### src/rtl/assert_macros.svh
// Assertion helpers, clocked on clk_i and held off while rst_ni is low.
`ifndef ASSERT_MACROS_SVH
`define ASSERT_MACROS_SVH

// Same-cycle implication or plain property.
`define ASSERT_CLK(label, prop, msg) \
  label: assert property (@(posedge clk_i) disable iff (!rst_ni) prop) else $error(msg);

// Condition now implies consequence on the next edge.
`define ASSERT_NEXT(label, ante, cons, msg) \
  label: assert property (@(posedge clk_i) disable iff (!rst_ni) (ante) |=> (cons)) \
    else $error(msg);

`endif

### src/rtl/ppid_pkg.sv
package ppid_pkg;

  localparam int MEAS_W         = 16;
  localparam int GAIN_W         = 16;
  localparam int LIMIT_W        = 31;
  localparam int DB_W           = 15;
  localparam int ERR_W          = MEAS_W + 1;
  localparam int INTEG_W        = 32;
  localparam int DX_W           = ERR_W + 1;
  localparam int OUT_W          = 32;
  localparam int CFG_IDX_W      = 3;
  localparam int CFG_DATA_W     = 32;
  localparam int GAIN_FRAC_BITS = 8;

  localparam int P_W     = GAIN_W + ERR_W;
  localparam int I_W     = GAIN_W + INTEG_W;
  localparam int D_W     = GAIN_W + DX_W;
  localparam int SUM_W   = I_W + 2;
  localparam int SHIFT_W = SUM_W - GAIN_FRAC_BITS;

  localparam logic signed [INTEG_W-1:0] INTEG_MAX = {1'b0, {(INTEG_W-1){1'b1}}};
  localparam logic signed [INTEG_W-1:0] INTEG_MIN = {1'b1, {(INTEG_W-1){1'b0}}};
  localparam logic signed [OUT_W-1:0]   OUT_MAX   = {1'b0, {(OUT_W-1){1'b1}}};

  typedef enum logic [CFG_IDX_W-1:0] {
    REG_SETPOINT       = 3'd0,
    REG_GAIN_P         = 3'd1,
    REG_GAIN_I         = 3'd2,
    REG_GAIN_D         = 3'd3,
    REG_INTEGRAL_LIMIT = 3'd4,
    REG_OUTPUT_LIMIT   = 3'd5,
    REG_DEADBAND       = 3'd6,
    REG_RATE_MODE      = 3'd7
  } ppid_reg_e;

  typedef struct packed {
    logic signed [MEAS_W-1:0] setpoint;
    logic signed [GAIN_W-1:0] gain_p;
    logic signed [GAIN_W-1:0] gain_i;
    logic signed [GAIN_W-1:0] gain_d;
    logic [LIMIT_W-1:0]       integral_limit;
    logic [LIMIT_W-1:0]       output_limit;
    logic [DB_W-1:0]          deadband;
    logic                     rate_mode;
  } ppid_cfg_t;

  // Operands handed from the error/integral stage to the multiply stage.
  typedef struct packed {
    logic signed [ERR_W-1:0]   err;
    logic signed [INTEG_W-1:0] integ;
    logic signed [DX_W-1:0]    dx;
  } ppid_term_t;

endpackage

### src/rtl/ppid_in_if.sv
interface ppid_in_if import ppid_pkg::*; ();
  logic                     valid;
  logic                     ready;
  logic signed [MEAS_W-1:0] measured_value;
  logic signed [MEAS_W-1:0] rate_feedback;

  modport source (output valid, measured_value, rate_feedback, input ready);
  modport sink   (input valid, measured_value, rate_feedback, output ready);
endinterface

### src/rtl/ppid_out_if.sv
interface ppid_out_if import ppid_pkg::*; ();
  logic                    valid;
  logic                    ready;
  logic signed [OUT_W-1:0] drive_value;

  modport source (output valid, drive_value, input ready);
  modport sink   (input valid, drive_value, output ready);
endinterface

### src/rtl/ppid_cfg_if.sv
interface ppid_cfg_if import ppid_pkg::*; ();
  logic                  valid;
  logic                  ready;
  logic [CFG_IDX_W-1:0]  index;
  logic [CFG_DATA_W-1:0] data;

  modport source (output valid, index, data, input ready);
  modport sink   (input valid, index, data, output ready);
endinterface

### src/rtl/ppid_integ.sv
module ppid_integ import ppid_pkg::*; (
  input  logic                     clk_i,
  input  logic                     rst_ni,
  input  ppid_cfg_t                cfg_i,
  input  logic                     in_valid_i,
  output logic                     in_ready_o,
  input  logic signed [MEAS_W-1:0] meas_i,
  input  logic signed [MEAS_W-1:0] rate_i,
  output logic                     out_valid_o,
  input  logic                     out_ready_i,
  output ppid_term_t               term_o
);

  logic                      valid_q;
  logic signed [INTEG_W-1:0] integ_q, integ_d;
  logic signed [ERR_W-1:0]   prev_q;
  logic signed [ERR_W-1:0]   err_raw, err;
  logic [ERR_W-1:0]          mag;
  logic [ERR_W-1:0]          db_ext;
  logic signed [INTEG_W:0]   sum_wide;
  logic signed [INTEG_W-1:0] sum_sat;
  logic signed [INTEG_W-1:0] lim_pos;
  logic signed [DX_W-1:0]    dx;
  logic                      advance;
  ppid_term_t                term_q, term_d;

  assign in_ready_o = !valid_q || out_ready_i;
  assign advance    = in_valid_i && in_ready_o;

  always_comb begin
    err_raw = {cfg_i.setpoint[MEAS_W-1], cfg_i.setpoint} - {meas_i[MEAS_W-1], meas_i};
    mag     = err_raw[ERR_W-1] ? ERR_W'(-err_raw) : ERR_W'(err_raw);
    db_ext  = ERR_W'(cfg_i.deadband);

    // Pull the error toward zero by the dead zone in rate mode.
    err = err_raw;
    if (cfg_i.rate_mode && (cfg_i.deadband != '0)) begin
      if (mag < db_ext) begin
        err = '0;
      end else if (!err_raw[ERR_W-1]) begin
        err = err_raw - $signed(db_ext);
      end else begin
        err = err_raw + $signed(db_ext);
      end
    end

    sum_wide = {integ_q[INTEG_W-1], integ_q} +
               {{(INTEG_W+1-ERR_W){err[ERR_W-1]}}, err};
    if (sum_wide[INTEG_W] != sum_wide[INTEG_W-1]) begin
      sum_sat = sum_wide[INTEG_W] ? INTEG_MIN : INTEG_MAX;
    end else begin
      sum_sat = sum_wide[INTEG_W-1:0];
    end

    lim_pos = INTEG_W'(cfg_i.integral_limit);
    integ_d = sum_sat;
    if (cfg_i.integral_limit != '0) begin
      if (sum_sat > lim_pos) begin
        integ_d = lim_pos;
      end else if (sum_sat < -lim_pos) begin
        integ_d = -lim_pos;
      end
    end

    if (cfg_i.rate_mode) begin
      dx = DX_W'(rate_i);
    end else begin
      dx = {err[ERR_W-1], err} - {prev_q[ERR_W-1], prev_q};
    end

    term_d.err   = err;
    term_d.integ = integ_d;
    term_d.dx    = dx;
  end

  always_ff @(posedge clk_i or negedge rst_ni) begin
    if (!rst_ni) begin
      valid_q <= 1'b0;
      integ_q <= '0;
      prev_q  <= '0;
    end else begin
      if (in_ready_o) begin
        valid_q <= in_valid_i;
      end
      if (advance) begin
        integ_q <= integ_d;
        prev_q  <= err;
      end
    end
  end

  always_ff @(posedge clk_i) begin
    if (advance) begin
      term_q <= term_d;
    end
  end

  assign out_valid_o = valid_q;
  assign term_o      = term_q;

endmodule

### src/rtl/ppid_mac.sv
module ppid_mac import ppid_pkg::*; (
  input  logic                    clk_i,
  input  logic                    rst_ni,
  input  ppid_cfg_t               cfg_i,
  input  logic                    in_valid_i,
  output logic                    in_ready_o,
  input  ppid_term_t              term_i,
  output logic                    out_valid_o,
  input  logic                    out_ready_i,
  output logic signed [OUT_W-1:0] drive_o
);

  logic                      mul_valid_q, out_valid_q;
  logic                      mul_ready, mul_adv, out_adv;
  logic signed [P_W-1:0]     prod_p_q;
  logic signed [I_W-1:0]     prod_i_q;
  logic signed [D_W-1:0]     prod_d_q;
  logic signed [SUM_W-1:0]   sum;
  logic signed [SHIFT_W-1:0] scaled, hi_lim, lo_lim, clamped;
  logic signed [OUT_W-1:0]   drive_q, drive_d;

  assign in_ready_o = !mul_valid_q || mul_ready;
  assign mul_ready  = !out_valid_q || out_ready_i;
  assign mul_adv    = in_valid_i && in_ready_o;
  assign out_adv    = mul_valid_q && mul_ready;

  always_comb begin
    sum    = SUM_W'(prod_p_q) + SUM_W'(prod_i_q) + SUM_W'(prod_d_q);
    scaled = SHIFT_W'(sum >>> GAIN_FRAC_BITS);

    if (cfg_i.output_limit != '0) begin
      hi_lim = SHIFT_W'({1'b0, cfg_i.output_limit});
      lo_lim = -hi_lim;
    end else begin
      hi_lim = SHIFT_W'(OUT_MAX);
      lo_lim = -hi_lim - SHIFT_W'(1);
    end

    clamped = scaled;
    if (scaled > hi_lim) begin
      clamped = hi_lim;
    end else if (scaled < lo_lim) begin
      clamped = lo_lim;
    end
    drive_d = OUT_W'(clamped);
  end

  always_ff @(posedge clk_i or negedge rst_ni) begin
    if (!rst_ni) begin
      mul_valid_q <= 1'b0;
      out_valid_q <= 1'b0;
    end else begin
      if (in_ready_o) begin
        mul_valid_q <= in_valid_i;
      end
      if (mul_ready) begin
        out_valid_q <= mul_valid_q;
      end
    end
  end

  always_ff @(posedge clk_i) begin
    if (mul_adv) begin
      prod_p_q <= cfg_i.gain_p * term_i.err;
      prod_i_q <= cfg_i.gain_i * term_i.integ;
      prod_d_q <= cfg_i.gain_d * term_i.dx;
    end
    if (out_adv) begin
      drive_q <= drive_d;
    end
  end

  assign out_valid_o = out_valid_q;
  assign drive_o     = drive_q;

endmodule

### src/rtl/positional_pid_controller_unit.sv
// Channel    Dir  Payload                          Handshake
// cfg_i      in   index[2:0], data[31:0]           valid/ready, ready always high
// sample_i   in   measured_value, rate_feedback    valid/ready
// result_o   out  drive_value                      valid/ready
//
// One item per cycle while result_o is not stalled; result_o.valid follows the accepting edge
// through the input register, error/integral stage, multiply stage and sum/clamp output register.
// The integral and previous error update in the error/integral stage, so each
// item sees the state left by the one before it.
// Reset clears the configuration, the integral and previous error, and empties every stage.
// A stall on result_o backs up stage by stage; sample_i.ready drops only when all stages hold an item.
`include "assert_macros.svh"

module positional_pid_controller_unit import ppid_pkg::*; (
  input  logic       clk_i,
  input  logic       rst_ni,
  ppid_cfg_if.sink   cfg_i,
  ppid_in_if.sink    sample_i,
  ppid_out_if.source result_o
);

  ppid_cfg_t                cfg_q;
  logic                     in_valid_q;
  logic signed [MEAS_W-1:0] meas_q, rate_q;
  logic                     integ_ready, integ_valid, mac_ready;
  logic                     all_full;
  ppid_term_t               term;

  assign cfg_i.ready = 1'b1;

  always_ff @(posedge clk_i or negedge rst_ni) begin
    if (!rst_ni) begin
      cfg_q <= '0;
    end else if (cfg_i.valid) begin
      unique case (ppid_reg_e'(cfg_i.index))
        REG_SETPOINT:       cfg_q.setpoint       <= cfg_i.data[MEAS_W-1:0];
        REG_GAIN_P:         cfg_q.gain_p         <= cfg_i.data[GAIN_W-1:0];
        REG_GAIN_I:         cfg_q.gain_i         <= cfg_i.data[GAIN_W-1:0];
        REG_GAIN_D:         cfg_q.gain_d         <= cfg_i.data[GAIN_W-1:0];
        REG_INTEGRAL_LIMIT: cfg_q.integral_limit <= cfg_i.data[LIMIT_W-1:0];
        REG_OUTPUT_LIMIT:   cfg_q.output_limit   <= cfg_i.data[LIMIT_W-1:0];
        REG_DEADBAND:       cfg_q.deadband       <= cfg_i.data[DB_W-1:0];
        REG_RATE_MODE:      cfg_q.rate_mode      <= cfg_i.data[0];
        default: ;
      endcase
    end
  end

  assign sample_i.ready = !in_valid_q || integ_ready;

  always_ff @(posedge clk_i or negedge rst_ni) begin
    if (!rst_ni) begin
      in_valid_q <= 1'b0;
    end else if (sample_i.ready) begin
      in_valid_q <= sample_i.valid;
    end
  end

  always_ff @(posedge clk_i) begin
    if (sample_i.valid && sample_i.ready) begin
      meas_q <= sample_i.measured_value;
      rate_q <= sample_i.rate_feedback;
    end
  end

  ppid_integ u_integ (
    .clk_i       (clk_i),
    .rst_ni      (rst_ni),
    .cfg_i       (cfg_q),
    .in_valid_i  (in_valid_q),
    .in_ready_o  (integ_ready),
    .meas_i      (meas_q),
    .rate_i      (rate_q),
    .out_valid_o (integ_valid),
    .out_ready_i (mac_ready),
    .term_o      (term)
  );

  ppid_mac u_mac (
    .clk_i       (clk_i),
    .rst_ni      (rst_ni),
    .cfg_i       (cfg_q),
    .in_valid_i  (integ_valid),
    .in_ready_o  (mac_ready),
    .term_i      (term),
    .out_valid_o (result_o.valid),
    .out_ready_i (result_o.ready),
    .drive_o     (result_o.drive_value)
  );

  assign all_full = in_valid_q && integ_valid && result_o.valid;

  `ASSERT_NEXT(a_accept_loads_input, sample_i.valid && sample_i.ready, in_valid_q, "item dropped")
  `ASSERT_NEXT(a_input_moves_on, in_valid_q && !integ_valid, integ_valid, "item stuck at input")
  `ASSERT_CLK(a_stall_only_when_full, !sample_i.ready |-> all_full, "input stalled with a free stage")

endmodule
### src/flat_wrapper.sv
// flat-port wrapper written by rule: the top's interface ports become plain ports
module positional_pid_controller_unit_flat import ppid_pkg::*;
  (clk_i, rst_ni, cfg_i_valid, cfg_i_index, cfg_i_data, cfg_i_ready, sample_i_valid, sample_i_measured_value, sample_i_rate_feedback, sample_i_ready, result_o_valid, result_o_drive_value, result_o_ready);
  ppid_cfg_if cfg_i_i ();
  ppid_in_if sample_i_i ();
  ppid_out_if result_o_i ();
  input  logic clk_i;
  input  logic rst_ni;
  input wire logic [$bits(cfg_i_i.valid)-1:0] cfg_i_valid;
  input wire logic [$bits(cfg_i_i.index)-1:0] cfg_i_index;
  input wire logic [$bits(cfg_i_i.data)-1:0] cfg_i_data;
  output wire logic [$bits(cfg_i_i.ready)-1:0] cfg_i_ready;
  input wire logic [$bits(sample_i_i.valid)-1:0] sample_i_valid;
  input wire logic [$bits(sample_i_i.measured_value)-1:0] sample_i_measured_value;
  input wire logic [$bits(sample_i_i.rate_feedback)-1:0] sample_i_rate_feedback;
  output wire logic [$bits(sample_i_i.ready)-1:0] sample_i_ready;
  output wire logic [$bits(result_o_i.valid)-1:0] result_o_valid;
  output wire logic [$bits(result_o_i.drive_value)-1:0] result_o_drive_value;
  input wire logic [$bits(result_o_i.ready)-1:0] result_o_ready;
  assign cfg_i_i.valid = cfg_i_valid;
  assign cfg_i_i.index = cfg_i_index;
  assign cfg_i_i.data = cfg_i_data;
  assign cfg_i_ready = cfg_i_i.ready;
  assign sample_i_i.valid = sample_i_valid;
  assign sample_i_i.measured_value = sample_i_measured_value;
  assign sample_i_i.rate_feedback = sample_i_rate_feedback;
  assign sample_i_ready = sample_i_i.ready;
  assign result_o_valid = result_o_i.valid;
  assign result_o_drive_value = result_o_i.drive_value;
  assign result_o_i.ready = result_o_ready;
  positional_pid_controller_unit u_core (.clk_i(clk_i), .rst_ni(rst_ni), .cfg_i(cfg_i_i), .sample_i(sample_i_i), .result_o(result_o_i));
endmodule
### config.mk
export PLATFORM = sky130hd
export DESIGN_NAME = positional_pid_controller_unit_flat
export DESIGN_NICKNAME = d
export VERILOG_FILES = /design/src/rtl/ppid_pkg.sv /design/src/rtl/ppid_in_if.sv /design/src/rtl/ppid_out_if.sv /design/src/rtl/ppid_cfg_if.sv /design/src/rtl/ppid_integ.sv /design/src/rtl/ppid_mac.sv /design/src/rtl/positional_pid_controller_unit.sv /design/src/flat_wrapper.sv
export VERILOG_INCLUDE_DIRS = /design/src /design/src/rtl
export SDC_FILE = /design/constraint.sdc
export NUM_CORES = 2
export LEC_CHECK = 0
export BUFFER_PORTS_ARGS = -buffer_cell sky130_fd_sc_hd__buf_2
export CAP_MARGIN = 20
export CORE_MARGIN = 8
export CORE_UTILIZATION = 40
export DETAILED_ROUTE_END_ITERATION = 8
export MAX_ROUTING_LAYER = met4
export SYNTH_ARGS = -nofsm -noshare
export SYNTH_HDL_FRONTEND = slang
export SYNTH_SLANG_ARGS = --single-unit
export TNS_END_PERCENT = 30
### constraint.sdc
create_clock -name clk_i -period 15.55 [get_ports clk_i]
set_clock_uncertainty 0.2 [all_clocks]
set_input_delay 1.555 -clock clk_i [delete_from_list [all_inputs] [get_ports clk_i]]
set_output_delay 1.555 -clock clk_i [all_outputs]
set_load 0.005 [all_outputs]
* Yosys cells after proc, flatten, opt, wreduce, memory -nomap -nowiden
Index checks and enable logic that the tools add are counted.
** Storage, ports and cells
- Word-level logic and storage cells :: 88
- Input bits :: 72
- Bits in registers :: 441
- Output and inout bits :: 35
** Operators by class
- Add/sub/neg operators :: 10
- Mux-type cells :: 14
- Eq/ne operators :: 8
- Order comparisons :: 5
- Multipliers :: 3
- Reduce and logical (&&, ||, !) cells :: 25
** Operators by type and width (count)
- 2-to-1 mux 32 bit :: 7
- 2-to-1 mux 17 bit :: 4
- nonzero test 31 bit :: 2
- adder 49 x 34 -> 50 bit :: 1
- adder 33 x 48 -> 49 bit :: 1
- multiplier 16 x 32 -> 48 bit :: 1
- > comparator 42 x 32 -> 1 bit :: 1
- < comparator 42 bit :: 1
- 2-to-1 mux 42 bit :: 1
- negator 31 -> 42 bit :: 1
- multiplier 16 x 18 -> 34 bit :: 1
- adder 32 x 17 -> 33 bit :: 1
- multiplier 16 x 17 -> 33 bit :: 1
- > comparator 32 bit :: 1
- < comparator 32 bit :: 1
- negator 31 -> 32 bit :: 1
- 2-to-1 mux 31 bit :: 1
- 2-to-1 mux 18 bit :: 1
- subtractor 17 x 17 -> 18 bit :: 1
- adder 17 x 16 -> 17 bit :: 1
- < comparator 17 x 15 -> 1 bit :: 1
- negator 17 bit :: 1
- subtractor 16 x 16 -> 17 bit :: 1
- subtractor 17 x 16 -> 17 bit :: 1
- other kinds (10) :: 31

* Logic depth before layout (Yosys ltp)
- Word-level depth :: 13
- Mapped depth :: 59
- Gate-level depth less buffers :: 52

* Modules after synthesis
A second synthesis with hierarchy kept.
** Second synthesis, totals
- Cell total of the unflattened synthesis :: 7248
- Area, all modules :: 68926.1 um^2
** Modules (own cells, without submodules)
- ppid_mac :: instances 1, area an instance 49834.0 um^2, cells an instance 5399, seq. area each 4464.3 um^2
- ppid_integ :: instances 1, area an instance 12657.1 um^2, cells an instance 1502, seq. area each 3263.1 um^2
- positional_pid_controller_unit :: instances 1, area an instance 6434.9 um^2, cells an instance 347, seq. area each 4539.4 um^2

* Worst setup path before layout
No wires, ideal clock.
- Kind :: reg-to-reg
- Start :: reg u_core.cfg_q[126] (netlist bit)
- End :: reg u_core.u_integ.integ_q[13]
- Required time :: 15.225 ns
- Setup slack :: 3.953 ns
- Path buffers :: 5
- Setup time :: 0.125 ns
- Data arrival time :: 11.273 ns
- Stages on the path, launching flop included :: 53
- Period minus slack after synthesis :: 11.597 ns
- Cell sequence :: dfrtp_1 inv_1 ha_1 fa_1 nor2b_1 o21ai_0 a21boi_1 o211ai_1 a21oi_1 o21a_1 o31ai_1 clkbuf_1 nor2_1 xnor2_1 ha_1 nor2b_1 o21ai_0 a21boi_0 [17 not listed] nand2_1 ha_1 clkbuf_1 clkbuf_1 o32ai_1 ha_1 a21o_1 a21oi_1 nor2b_1 o21ai_0 o21ai_0 a2111oi_0 a21oi_1 o22a_1 a21oi_1 clkbuf_1 mux2_2 mux2_2
** Between the ends
- Cells in the longest elaborated chain, start to end :: 13
- Elaborated cells on any way between the ends :: 18
- Those cells by class :: add/sub (5); order compare (3); eq/ne (1); mux (9)
** Ends and longest elaborated chain
- from (decl) :: line positional_pid_controller_unit.sv:22 : ppid_cfg_t cfg_q;
- subtractor 16 x 16 -> 17 bit * :: line ppid_integ.sv:31 : err_raw = {cfg_i.setpoint[MEAS_W-1], cfg_i.setpoint} - {meas_i[MEAS_W-1], meas_i};
- negator 17 bit :: line ppid_integ.sv:32 : mag = err_raw[ERR_W-1] ? ERR_W'(-err_raw) : ERR_W'(err_raw);
- 2-to-1 mux 17 bit :: line ppid_integ.sv:32
- < comparator 17 x 15 -> 1 bit :: line ppid_integ.sv:38 : if (mag < db_ext) begin
- 2-to-1 mux 17 bit :: line ppid_integ.sv:38
- 2-to-1 mux 17 bit * :: line ppid_integ.sv:37 : if (cfg_i.rate_mode && (cfg_i.deadband != '0)) begin
- via u_core.u_integ.err[16] :: line ppid_integ.sv:17 : logic signed [ERR_W-1:0] err_raw, err;
- adder 32 x 17 -> 33 bit * :: line ppid_integ.sv:47 : sum_wide = {integ_q[INTEG_W-1], integ_q} +
- 2-to-1 mux 32 bit or != test 1 bit (tied branches) :: line ppid_integ.sv:50, ppid_integ.sv:49
- 2-to-1 mux 32 bit * :: line ppid_integ.sv:49 : if (sum_wide[INTEG_W] != sum_wide[INTEG_W-1]) begin
- < comparator 32 bit :: line ppid_integ.sv:60 : end else if (sum_sat < -lim_pos) begin
- 2-to-1 mux 32 bit :: line ppid_integ.sv:60
- 2-to-1 mux 32 bit :: line ppid_integ.sv:58 : if (sum_sat > lim_pos) begin
- 2-to-1 mux 32 bit * :: line ppid_integ.sv:57 : if (cfg_i.integral_limit != '0) begin
- via u_core.u_integ.integ_d[13] :: line ppid_integ.sv:15 : logic signed [INTEG_W-1:0] integ_q, integ_d;
- to (signal assigned) :: line ppid_integ.sv:86 : integ_q <= integ_d;
- to (decl) :: line ppid_integ.sv:15
Mark *: on every way through the listed nets, which the timed path passes. The rest lies on a longest branch.
A chain may end at the register's enable or synchronous reset.

* Final worst setup path
- Start :: reg u_core.meas_q[0]
- End :: reg u_core.u_integ.integ_q[5]
** Between the ends
- Cells in the longest elaborated chain, start to end :: 13
- Elaborated cells on any way between the ends :: 18
- Those cells by class :: add/sub (5); order compare (3); eq/ne (1); mux (9)
** Ends and longest elaborated chain
- from (decl) :: line positional_pid_controller_unit.sv:24 : logic signed [MEAS_W-1:0] meas_q, rate_q;
- from (signal assigned) :: line positional_pid_controller_unit.sv:61 : meas_q <= sample_i.measured_value;
- subtractor 16 x 16 -> 17 bit * :: line ppid_integ.sv:31
- negator 17 bit :: line ppid_integ.sv:32
- 2-to-1 mux 17 bit :: line ppid_integ.sv:32
- < comparator 17 x 15 -> 1 bit :: line ppid_integ.sv:38
- 2-to-1 mux 17 bit :: line ppid_integ.sv:38
- 2-to-1 mux 17 bit * :: line ppid_integ.sv:37
- via u_core.u_integ.err[1] :: line ppid_integ.sv:17
- adder 32 x 17 -> 33 bit * :: line ppid_integ.sv:47
- 2-to-1 mux 32 bit or != test 1 bit (tied branches) :: line ppid_integ.sv:50, ppid_integ.sv:49
- 2-to-1 mux 32 bit * :: line ppid_integ.sv:49
- < comparator 32 bit :: line ppid_integ.sv:60
- 2-to-1 mux 32 bit :: line ppid_integ.sv:60
- 2-to-1 mux 32 bit :: line ppid_integ.sv:58
- 2-to-1 mux 32 bit * :: line ppid_integ.sv:57
- via u_core.u_integ.integ_d[5] :: line ppid_integ.sv:15
Marks and branches as above.

==> impl_metrics.py <==
metrics = {
    "logic_synthesis": {
        "ys.flop_type": "edfxtp_1",
        "synth_cell_types": 77,
        "yosys-top-cells-area": "fa_1, edfxtp_1, ha_1, dfrtp_1, inv_1",
        "synth_top_cell_by_area": "fa_1",
        "yosys.area.top_type_share_pct": 32.7,
        "netlist_instances": 7059,
        "synth_edf_count": 246,
        "synthArstFlopShare_pct": 44.2,
        "yosysWarnings": 0,
        "syn-cell-area_um2": 67500,
        "yosysSeqAreaShare_pct": 18.2,
        "syn_avg_cell_area_um2": 9.56,
        "synth-seq-cells": 441,
    },
    "flow_run": {
        "cap_violations": 0,
    },
    "worst_setup_path": {
        "cp_max_fo": 28,
        "path_delay_family": "compound AO/OA/AOI/OAI gates",
        "critPathLaunchType": "flop",
        "ff2ff_path_depth": 45,
        "crit_path_frequent_cell": "ha_1",
        "cp-end-kind": "flop",
        "critPathBufInv": 3,
        "slowest_delay_ns": 0.73,
        "r2r_start": "u_core.meas_q[0]",
        "crit_arrival_ns": 14.10,
        "critical_path_class": "reg -> reg",
        "crit_required_ns": 15.90,
        "worstReg2RegEnd": "u_core.u_integ.integ_q[5]",
        "rrSetupSlack_ns": 1.80,
        "slowest_stage": "a2111oi_0",
    },
    "sta": {
        "period_minus_slack_ns": 13.75,
        "min_period_over_period_pct": 88.4,
        "tightest_slew_ns": 1.07,
        "layout_setup_ws_ns": 1.80,
        "max_freq_ghz": 0.0727,
        "rsz0062_at_grt": "false",
        "final.setup.tns_ns": 0,
        "slew_violations": 0,
        "hold_viol": 0,
        "max_slew_margin_pct": 27.8,
        "setup_violations": 0,
    },
    "floorplan": {
        "die_x_um": 427,
        "fp-row-count": 150,
        "core_um2": 167000,
        "die_area_um2": 182000,
        "start_util_pct": 40.3,
        "die_h_um": 427,
        "ios": 107,
    },
    "clocking": {
        "ctsHoldBuffers": 0,
        "cts_resized": 0,
        "clockBufferDepth": 3,
        "cts-root-buf": "clkbuf_16",
        "clkLatencyLatePin_ns": 0.66,
        "numCtsBuffers": 54,
        "cts_tree": "built",
        "post-cts-setup-buffers": 0,
        "numClockSinks": 441,
        "cts-htree-levels": 2,
        "clk_pin_slew_worst_paths_ns": 0.06,
    },
    "finish": {
        "area_delta_synth_final_pct": 7.46,
        "nNetsFinal": 8804,
        "nFillCells": 16157,
        "final_cell_mix": "inv_1, fa_1, nand2_1, ha_1, and2_1",
        "layout_commonest_cell": "inv_1",
        "drive_gt1_share_pct": 6.92,
    },
    "grt": {
        "grt_usage_pct": 22.3,
        "grt_pass1_vias": 52516,
        "grt_overflow": 0,
        "grt_pass1_wl_um": 307000,
        "grt_max_degree": 92,
        "antenna_found_initial": 18,
    },
    "routing": {
        "drc": 0,
        "finalWirelength_um": 197000,
        "route.vias.total": 49698,
        "avgRoutedWirePerCell_um": 21.1,
        "viasPerCell": 5.33,
        "firstDrtPassIters": 6,
        "drtIter0Drc": 3524,
        "antenna_left": 0,
    },
    "placement": {
        "io_buffers": 104,
        "place_congestion": 0.927,
        "hpwlAfterDp_um": 157000,
        "post-place-ws_ns": 1.61,
    },
    "status": {
        "status": "complete, no violations",
    },
    "min_path": {
        "min_path_type": "reg -> reg",
        "whs_endpoint": "u_core.u_integ.out_valid_o",
        "holdPathStages": 1,
        "hp-start": "u_core.in_valid_q",
    },
}
worst register-to-register path: cells and delay by family (launching register included):
kind | cells | cell delay, ns
compound gates | 22 | 6.51
mux | 1 | 0.31
xor+xnor | 2 | 0.27
simple gates | 11 | 3.31
flops | 1 | 0.37
buf+inv | 3 | 0.74
fa+ha+maj | 6 | 1.91
flip-flops by register name, summed over array words and instances (netlist names):
| register | cells |
|---|---|
| u_core.u_mac.mul_valid_q | 1 |
| u_core.u_mac.prod_i_q | 48 |
| u_core.rate_q | 16 |
| u_core.u_mac.prod_p_q | 33 |
| u_core.in_valid_q | 1 |
| u_core.cfg_q | 142 |
| u_core.u_integ.out_valid_o | 1 |
| u_core.u_mac.drive_o | 32 |
| u_core.u_integ.integ_q | 32 |
| u_core.u_mac.prod_d_q | 34 |
| u_core.u_integ.term_o | 67 |
| u_core.meas_q | 16 |
| u_core.u_mac.out_valid_o | 1 |
| u_core.u_integ.prev_q | 17 |
logic make-up (layout without fill, tap and decap cells):
group,count (synthesis),count (layout),share of synthesized area [%]
simple gates,2016,2016,14.3
fa+ha+maj,1670,1670,43.2
buf+inv,1515,1561,8.45
compound gates,939,939,9.03
flops,441,441,18.2
xor+xnor,293,293,3.80
mux,183,183,3.01
other cells,2,9,0.0111
cell usage after synthesis (10+ instances only):
library cell     n
a211oi_1        28
a21boi_0        12
a21o_1         130
a21oi_1        216
a221o_1         11
a31oi_1         33
and2_1         403
and3_1          35
clkbuf_1       244
dfrtp_1        195
edfxtp_1       246
fa_1          1103
ha_1           567
inv_1         1258
mux2_2         162
mux2i_1         21
nand2_1        910
nand2b_1       104
nand3_1         70
nand4_1         42
nor2_1         240
nor2b_1         34
nor3_1          73
nor4_1          22
o2111ai_1       10
o211ai_1        24
o21a_1          47
o21ai_0        221
o21bai_1        36
o22ai_1         24
o31ai_1         29
or2_2           13
or3_1           24
or4_1           15
xnor2_1        225
xor2_1          68
metal layers:
layer / vias to the layer above / part of all wire [%] / GRT usage [%]
met1: 25253 / 43 / 29.1
met3: 287 / 6.2 / 2.59
met5: - / 0 / -
li1: 22571 / - / -
met4: 0 / 3.1 / 6.35
met2: 1587 / 48 / 36.8
through the flow:
stage / cell area [um^2] / hold slack [ns] / utilization, % / cells
final: 72500 / 0.294 / 43.3 / 9316
after global routing: 72500 / 0.316 / 43.3 / 9314
after CTS: 72500 / 0.293 / 43.3 / 9310
after detailed placement: 70600 / 0.279 / 42.2 / 9208
after global placement: 70600 / 0.268 / 42.2 / 9206
after floorplan: 67500 / 0.256 / - / 7062
area by class of cell:
type	instances	area (um^2)	share of cell area [%]
clock inverters	39	417	0.575
multi-input cells	5106	49600	68.4
well taps	2204	2760	3.80
inverters	1259	4730	6.52
flip-flops and latches	441	12300	16.9
repair buffers	200	1290	1.78
clock buffers	63	1440	1.98
diodes	4	10.0	0.0138
worst max-delay path by stage:
stage | from | end | slack, ns | cells past startpoint
finish | u_core.meas_q[0] | u_core.u_integ.integ_q[5] | 1.80 | 45
detailed placement | u_core.cfg_q[126] | u_core.u_integ.integ_q[5] | 1.61 | 50
global placement | u_core.cfg_q[126] | u_core.u_integ.integ_q[5] | 1.75 | 50
CTS | u_core.cfg_q[126] | u_core.u_integ.integ_q[5] | 1.54 | 50
floorplan | u_core.cfg_q[126] | u_core.u_integ.integ_q[13] | 3.95 | 52
global route | u_core.meas_q[0] | u_core.u_integ.integ_q[5] | 0.93 | 45
Power is not shown: default switching activity piles up to over one toggle a cycle in this logic, so the estimate is an artifact.
